**src/rtl/ftcr_pkg.sv**
```systemverilog
// types and codes shared by the frame table clock replacement unit
`timescale 1ns / 1ps
package ftcr_pkg;

  localparam logic [2:0] REQ_INSERT = 3'd0;
  localparam logic [2:0] REQ_TOUCH  = 3'd1;
  localparam logic [2:0] REQ_PIN    = 3'd2;
  localparam logic [2:0] REQ_EVICT  = 3'd3;
  localparam logic [2:0] REQ_SEARCH = 3'd4;

  localparam logic [1:0] ST_OK        = 2'd0;
  localparam logic [1:0] ST_FULL      = 2'd1;
  localparam logic [1:0] ST_NOT_FOUND = 2'd2;

  typedef struct packed {
    logic [2:0]  req_type;
    logic [19:0] page_number;
    logic [5:0]  owner_id;
    logic        start_pinned;
  } req_t;

  typedef struct packed {
    logic [1:0]  status;
    logic [5:0]  slot;
    logic [19:0] victim_page;
    logic [5:0]  victim_owner;
  } res_t;

  typedef struct packed {
    logic [19:0] page;
    logic [5:0]  owner;
    logic        accessed;
    logic        pinned;
  } entry_t;

endpackage

```
**src/rtl/ftcr_ram.sv**
```systemverilog
// generic single write port ram with registered read
`timescale 1ns / 1ps
module ftcr_ram #(
  parameter int WIDTH = 8,
  parameter int DEPTH = 64
) (
  input  logic                     clk,
  input  logic                     we,
  input  logic [$clog2(DEPTH)-1:0] waddr,
  input  logic [WIDTH-1:0]         wdata,
  input  logic [$clog2(DEPTH)-1:0] raddr,
  output logic [WIDTH-1:0]         rdata
);
  logic [WIDTH-1:0] mem [DEPTH];

  always_ff @(posedge clk) begin
    if (we) begin
      mem[waddr] <= wdata;
    end
    rdata <= mem[raddr];
  end
endmodule

```
**src/rtl/frame_table_clock_replacement_unit.sv**
```systemverilog
// frame table with second-chance victim selection, held in one ram
// insert: written from idle, then result; touch, pin, search: each entry read then checked until a hit
// evict: scan steps (at most 2*count) each read then check, then entries after the victim shift down
// one request at a time; each scanned entry takes a ram read step then a check step
// synchronous reset empties the table (count to zero) and drops out_valid
`timescale 1ns / 1ps
module frame_table_clock_replacement_unit #(
  parameter int NUM_FRAMES = 64
) (
  input  logic           clk,
  input  logic           rst,
  input  logic           in_valid,
  output logic           in_ready,
  input  ftcr_pkg::req_t in_data,
  output logic           out_valid,
  input  logic           out_ready,
  output ftcr_pkg::res_t out_data
);
  import ftcr_pkg::*;

  localparam int AW = $clog2(NUM_FRAMES);
  localparam int CW = AW + 1;
  localparam int SW = AW + 2;
  localparam int EW = $bits(entry_t);

  localparam logic [2:0] S_IDLE   = 3'd0;
  localparam logic [2:0] S_RD     = 3'd1;
  localparam logic [2:0] S_CHK    = 3'd2;
  localparam logic [2:0] S_SH_RD  = 3'd3;
  localparam logic [2:0] S_SH_CHK = 3'd4;
  localparam logic [2:0] S_DONE   = 3'd5;

  logic [2:0]  state, state_next;
  req_t        req, req_next;
  logic [AW-1:0] idx, idx_next;
  logic [SW-1:0] step, step_next;
  logic [CW-1:0] count, count_next;
  res_t        res, res_next;
  logic        out_valid_next;
  res_t        out_data_next;

  logic          we;
  logic [AW-1:0] waddr, raddr;
  entry_t        wentry, rentry;
  logic [EW-1:0] rdata;

  logic [CW-1:0] idx_inc;
  logic [SW-1:0] step_inc;
  logic          hit;

  ftcr_ram #(.WIDTH(EW), .DEPTH(NUM_FRAMES)) u_ram (
    .clk   (clk),
    .we    (we),
    .waddr (waddr),
    .wdata (wentry),
    .raddr (raddr),
    .rdata (rdata)
  );

  assign rentry   = entry_t'(rdata);
  assign in_ready = (state == S_IDLE);
  assign idx_inc  = CW'(idx) + CW'(1);
  assign step_inc = step + SW'(1);
  assign raddr    = (state == S_SH_RD) ? AW'(idx_inc) : idx;
  assign hit      = (rentry.page == req.page_number) &&
                    ((req.req_type != REQ_TOUCH) || (rentry.owner == req.owner_id));

  always_comb begin
    state_next     = state;
    req_next       = req;
    idx_next       = idx;
    step_next      = step;
    count_next     = count;
    res_next       = res;
    out_valid_next = out_valid;
    out_data_next  = out_data;
    we             = 1'b0;
    waddr          = idx;
    wentry         = rentry;

    if (out_valid && out_ready) begin
      out_valid_next = 1'b0;
    end

    unique case (state)
      S_IDLE: begin
        if (in_valid) begin
          req_next  = in_data;
          idx_next  = '0;
          step_next = '0;
          res_next  = '{status: ST_NOT_FOUND, slot: '0, victim_page: '0, victim_owner: '0};
          state_next = S_DONE;
          if (in_data.req_type == REQ_INSERT) begin
            if (count == CW'(NUM_FRAMES)) begin
              res_next.status = ST_FULL;
            end else begin
              we          = 1'b1;
              waddr       = AW'(count);
              wentry      = '{page: in_data.page_number, owner: in_data.owner_id,
                              accessed: 1'b0, pinned: in_data.start_pinned};
              count_next  = count + CW'(1);
              res_next.status = ST_OK;
              res_next.slot   = 6'(count);
            end
          end else if ((in_data.req_type == REQ_TOUCH) || (in_data.req_type == REQ_PIN) ||
                       (in_data.req_type == REQ_SEARCH) || (in_data.req_type == REQ_EVICT)) begin
            if (count != '0) begin
              state_next = S_RD;
            end
          end
        end
      end
      S_RD: state_next = S_CHK;
      S_CHK: begin
        if (req.req_type == REQ_EVICT) begin
          if (!rentry.pinned && !rentry.accessed) begin
            res_next = '{status: ST_OK, slot: 6'(idx), victim_page: rentry.page,
                         victim_owner: rentry.owner};
            if (idx_inc < count) begin
              state_next = S_SH_RD;
            end else begin
              count_next = count - CW'(1);
              state_next = S_DONE;
            end
          end else begin
            if (!rentry.pinned) begin
              // second chance: drop the accessed bit
              we              = 1'b1;
              wentry.accessed = 1'b0;
            end
            step_next = step_inc;
            if (step_inc == {count, 1'b0}) begin
              state_next = S_DONE;
            end else begin
              idx_next   = (idx_inc >= count) ? '0 : AW'(idx_inc);
              state_next = S_RD;
            end
          end
        end else if (hit) begin
          res_next.status = ST_OK;
          res_next.slot   = 6'(idx);
          if (req.req_type == REQ_TOUCH) begin
            we              = 1'b1;
            wentry.accessed = 1'b1;
          end else if (req.req_type == REQ_PIN) begin
            we            = 1'b1;
            wentry.pinned = 1'b1;
          end else begin
            res_next.victim_page  = rentry.page;
            res_next.victim_owner = rentry.owner;
          end
          state_next = S_DONE;
        end else if (idx_inc >= count) begin
          state_next = S_DONE;
        end else begin
          idx_next   = AW'(idx_inc);
          state_next = S_RD;
        end
      end
      S_SH_RD: state_next = S_SH_CHK;
      S_SH_CHK: begin
        // compaction: move entry idx+1 down to idx
        we       = 1'b1;
        idx_next = AW'(idx_inc);
        if ((idx_inc + CW'(1)) < count) begin
          state_next = S_SH_RD;
        end else begin
          count_next = count - CW'(1);
          state_next = S_DONE;
        end
      end
      S_DONE: begin
        if (!out_valid || out_ready) begin
          out_valid_next = 1'b1;
          out_data_next  = res;
          state_next     = S_IDLE;
        end
      end
      default: state_next = S_IDLE;
    endcase
  end

  always_ff @(posedge clk) begin
    if (rst) begin
      state     <= S_IDLE;
      count     <= '0;
      out_valid <= 1'b0;
    end else begin
      state     <= state_next;
      count     <= count_next;
      out_valid <= out_valid_next;
    end
    req      <= req_next;
    idx      <= idx_next;
    step     <= step_next;
    res      <= res_next;
    out_data <= out_data_next;
  end
endmodule

```
**config.mk**
```make
export PLATFORM = sky130hd
export DESIGN_NAME = frame_table_clock_replacement_unit
export DESIGN_NICKNAME = d
export VERILOG_FILES = /design/src/rtl/ftcr_pkg.sv /design/src/rtl/ftcr_ram.sv /design/src/rtl/frame_table_clock_replacement_unit.sv
export SDC_FILE = /design/constraint.sdc
export NUM_CORES = 2
export LEC_CHECK = 0
export BUFFER_PORTS_ARGS = -buffer_cell sky130_fd_sc_hd__buf_4
export CAP_MARGIN = 20
export CORE_ASPECT_RATIO = 1.75
export CORE_MARGIN = 3
export CORE_UTILIZATION = 45
export CTS_CLUSTER_DIAMETER = 30
export DETAILED_ROUTE_END_ITERATION = 16
export GPL_ROUTABILITY_DRIVEN = 0
export PLACE_DENSITY = 0.7
export REMOVE_ABC_BUFFERS = 1
export SLEW_MARGIN = 20
export SYNTH_ARGS = -nofsm -noshare
export SYNTH_HDL_FRONTEND = slang
export SYNTH_HIERARCHICAL = 1
export SYNTH_SLANG_ARGS = --single-unit
export TNS_END_PERCENT = 30
```
**constraint.sdc**
```tcl
create_clock -name clk -period 15.3 [get_ports clk]
set_input_delay 2.295 -clock clk [delete_from_list [all_inputs] [get_ports clk]]
set_output_delay 2.295 -clock clk [all_outputs]
set_load 0.01 [all_outputs]
```
**Word level (Yosys, flattened, before mapping)**

Memories as Yosys holds them, arrays and structs flattened. A register that Yosys moved wholly into a read port is not among the register bits.
Index checks and enable logic that the tools add are counted.

- Register bits: 122
- Bits in latches: 0
- Memory bits (writable): 1792
- Memory bits (read-only): 0
- Input port bits: 34
- Output and inout port bits: 36
- Logic and storage cells: 159
- Memories: 1

- Add/sub/neg operators: 5
- Multipliers: 0
- Div/mod/pow operators: 0
- $lt $le $gt $ge: 3
- Eq/ne operators: 34
- Shifts and indexed selects: 0
- Multiplexer cells: 76
- Bitwise gates (word level): 0
- Reductions and logical operators: 24

Memories:

| memory | depth | bits a word | read ports | clocked after Yosys merged registers in | write ports | line | source |
|---|---|---|---|---|---|---|---|
| u_ram.mem | 64 | 28 | 1 | 1 | 1 | ftcr_ram.sv:14 | `logic [WIDTH-1:0] mem [DEPTH];` |

Operators by type and width:

| cell | number |
|---|---|
| $mux 34 | 4 |
| $mux 28 | 3 |
| $mux 26 | 3 |
| $mux 6 | 13 |
| $pmux 34 s2 | 1 |
| $mux 7 | 7 |
| $mux 3 | 12 |
| $mux 8 | 4 |
| $ne 3x3->1 const B | 8 |
| $mux 1 | 22 |
| $pmux 7 s3 | 1 |
| $eq 20x20->1 | 1 |
| $eq 3x2->1 const B | 6 |
| $pmux 3 s6 | 1 |
| $pmux 6 s3 | 1 |
| $ne 2x2->1 const B | 8 |
| $pmux 8 s2 | 1 |
| $add 7x1->7 const B | 2 |
| $lt 7x7->1 | 2 |
| $reduce_and 6->1 | 2 |
| $eq 3x1->1 const B | 3 |
| $eq 3x3->1 const B | 3 |
| $add 8x1->8 const B | 1 |
| $eq 8x8->1 | 1 |
| 20 further kinds | 32 |

**Longest topological paths before layout**

- Depth after elaboration: 8
- Depth in mapped cells: 15
- Gate-level depth less buffers: 13

**By module**

Netlist, hierarchy kept.

By module, submodules not included:

| module | times used | cells an instance | area each (um2) | seq. area each (um2) |
|---|---|---|---|---|
| ftcr_ram | 1 | 3147 | 69263.9 | 54372.1 |
| frame_table_clock_replacement_unit | 1 | 548 | 6202.2 | 3553.4 |

**Worst setup path before layout**

No wires, ideal clock.

- Path type: in2reg
- Start: input in_valid
- End: memory u_ram/mem[0][1] in the netlist's numbering, data pin
- Library setup time: 728 ps
- Data arrival time: 5842 ps
- Required time: 14572 ps
- Slack: 8729 ps
- Stages on the path: 5
- Buffers on the path: 1
- Cells stage by stage: nand2_1 -> inv_2 -> and3_1 -> buf_2 -> o32ai_1

RTL lines:

| element | line | source |
|---|---|---|
| start, declared | frame_table_clock_replacement_unit.sv:12 | `input logic in_valid,` |
| end, declared | ftcr_ram.sv:14 |  |

**Worst setup path in the final report**

- Start: input in_valid
- End: memory u_ram/mem[59][7] in the netlist's numbering (enable)

- Elaborated cells on any way between the ends: 6
- Those cells by class: 6 x mux

RTL lines:

| element | line | source |
|---|---|---|
| $mux 6 | frame_table_clock_replacement_unit.sv:87 | `if (in_valid) begin` |
| $mux 6 | frame_table_clock_replacement_unit.sv:85 | `unique case (state)` |
| named net waddr[0] | frame_table_clock_replacement_unit.sv:43 | `logic [AW-1:0] waddr, raddr;` |

The timed path passes the listed nets, and every way through them passes these cells.

==> run summary <==
Port Buf Inserts - 69
Top-level I/O count - 70
Primary FF master, synth - edfxtp_1
Rows - 198
Share of the synthesized area in the top cell type - 75.7%
WL/cell - 30.0 microns
DRT antenna net count - 0
Max-slew violations - 0
Number of flops mapped to enable cells by yosys - 1903
Final Critical Period - 6230 ps
Die height - 548 microns
Worst path slowest cell - nor2_4
Mux cell area share after synthesis - 14.5%
VDD IR max - 203 uV
Filler Cell Count - 12800
Adder-cell share of the synthesized area - 0.391%
CTS clk-pin slew, worst paths - 70 ps
Worst path max stage delay - 1180 ps
Final setup violation count - 0
# DRC - 0
DIE AREA - 0.173 sq mm
Ys async rst share - 0%
Hold-fix buffers, CTS - 0
Largest net degree at the start of global routing - 110
DP Worst Slack - 8230 ps
Final Cell Area - 0.0850 sq mm
CP Data Required Time - 15720 ps
Final HPWL DP - 113000 microns
DR vias/cell - 6.00
Slew headroom - 21.7%
Crit path DAT - 6650 ps
Lkg Pwr - 0.0265 uW
M3 GR Usage - 2.54%
Vias in the first global route - 37400
Crit-path leading delay family - simple AND/OR/NAND/NOR gates
Area leader, netlist - edfxtp_1
Most frequent cell after synthesis - edfxtp_1
H-tree depth - 4
Warnings from Yosys - 6
CTS Buf Count - 183
Crit-path max FO - 31
Outcome - completed
Compound-Gate Fraction of Synth Area - 3.62%
Met1 global-route usage - 25.4%
Layout cells sized above 1 - 23.6%
Initial DRT Pass Iterations - 6
Max capacitance violation total - 0
Post-synthesis area per instance - 20.4 sq um
Hold Path Class - flip-flop to flip-flop
Worst setup slack after layout - 9070 ps
Met2 GRT Util - 36.9%
Total track usage - 21.2%
Slew @ Worst Pin - 1170 ps
Most common cell on crit path - buf_4
Top cells by count, synth - edfxtp_1 (1903), mux4_2 (355), mux2i_1 (250)
Initial Util - 45.3%
Fin crit share - 40.7%
Cell Area, Placed - 0.0790 sq mm
Maximum buffer depth of the clock tree - 4
Yosys cell types - 73
Largest family of logic cells by synthesized area - multiplexers
Post-Syn Instances - 3695
P&R area growth vs syn - 12.6%
Initial DRC Count - 4563
Root buf cell - clkbuf_16
CP Buf/Inv Count - 3
F_max - 160 MHz
DIE WIDTH - 316 microns
Crit. End Element - flip-flop
Worst-Skew Late Latency - 820 ps
Post-route insts no fill - 6150
Gr busiest metal - met2
Via count - 36900
Core ar. - 0.166 sq mm
Grt total ovfl - 0
First-pass GRT wire length - 265000 microns
Seq/Total Area, Yosys - 76.8%
Post-synthesis xor/xnor area fraction - 0.698%
Pwr dens - 198 mW/mm^2
RSZ-0062 raised after global routing - false
WS Path Type - input port to flip-flop
Post-synthesis cell area - 0.0755 sq mm
CP Cell Sequence - buf_4, nand2_1, inv_2, and3_1, buf_4, o21ai_2, nand3_1, nor2_4
CTS tree - yes
Simple-gate share of the synthesized area - 2.65%
Post-route setup TNS - 0 ps
FF+latch count, synth - 1942
Cell Count Post-Placement - 5821
Nets - 3863
Clock skew - 58.1 ps
CTS sink cnt - 1942
Initial antenna violation count - 6
Final hold vios - 0
Post CTS Setup Buffer Count - 0
Startpoint type of the worst setup path - input port
Synth top area cells - edfxtp_1 (76%), mux4_2 (11%), mux2i_1 (3.3%)
Detailed Route WL - 184000 microns
PostCTS Resize Cnt - 0
## layout by cell type (no fill, tap or decap), types with 12 or more instances in the layout
cell           n
buf_4        121
clkbuf_1      20
dfxtp_1       39
clkinv_1      19
o211ai_1      40
nor2_4        59
nor2_1        72
mux2i_1      250
o211a_1       21
o21ai_0       14
xor2_1        17
nand2_4       15
o22ai_1       67
nand2_1       92
xnor2_1       33
a21oi_1       59
clkinv_4      13
clkinvlp_4    18
ha_1          22
inv_1         18
clkinv_2      15
clkbuf_16    187
and2_1        29
bufinv_16     14
nand3_1       41
o221ai_1      16
inv_6         18
mux2_2        37
edfxtp_1    1903
nor3_1        19
mux4_2       355
a22oi_1      114
nand2_2       12
## power breakdown
part	switching (uW)	internal, uW	leakage, uW	total, uW
Sequential	174	6820	0.0174	6990
Combinational	3550	1770	0.00615	5320
Clock	2000	2540	0.00289	4540
Total	5720	11100	0.0265	16800
## metrics by stage
| stage | util (%) | total power (uW) | hold slack (ps) |
|---|---|---|---|
| detailed placement | 47.4 | 12400 | 405 |
| global route | 51.1 | 17300 | 412 |
| floorplan | - | 12600 | 400 |
| finish | 51.1 | 16800 | 410 |
| global placement | 47.4 | 12300 | 401 |
| CTS | 51.1 | 16900 | 410 |
## registers in the layout, summed over array words and instances, names as in the netlist
name,cells
u_ram/mem,1792
out_data,34
res,34
req,29
u_ram/rdata,28
step,8
count,7
idx,6
state,3
out_valid,1
## logic make-up (layout without fill, tap and decap cells)
logic type      Yosys count  in the layout
mux                     643            643
flops                  1942           1942
other cells               0              3
simple gates            423            423
xor+xnor                 57             57
compound gates          388            388
buf+inv                 219            471
fa+ha+maj                23             23
## worst paths after layout
check / start / to / depth (start not counted) / slack [ps]
worst max-delay path: in_valid / u_ram/mem[59][7] / 8 / 9070
worst min-delay path: res[3] / out_data[3] / 0 / 410
worst max register to register: count[1] / u_ram/mem[59][7] / 7 / 9890
worst min register to register: res[3] / out_data[3] / 0 / 410
## layout make-up
| type | count | area [sq um] | area share (%) |
|---|---|---|---|
| clock buffers | 210 | 4800 | 5.64 |
| well taps | 2200 | 2750 | 3.24 |
| inverters | 19 | 71.3 | 0.0839 |
| diodes | 3 | 7.51 | 0.00883 |
| clock inverters | 116 | 1230 | 1.44 |
| repair buffers | 126 | 1010 | 1.19 |
| multi-input cells | 1534 | 17200 | 20.3 |
| flip-flops and latches | 1942 | 57900 | 68.1 |
## worst reg2reg max path, stage by stage, from the launching register on
cell     delay (ps)
dfxtp_1         500
nor4_2          370
nand3_1         360
and3_1          330
buf_4           250
o21ai_2         880
nand3_1        1100
nor2_4         1190
## routing by layer
metal / share of wire (%) / wire [microns] / vias up
met5: 0 / 0 / -
met4: 6.7 / 12300 / 0
met3: 6.9 / 12700 / 389
met2: 52 / 96200 / 1698
met1: 34 / 63300 / 19400
li1: - / - / 15500
Note: power is estimated with default switching activity, not from simulation.
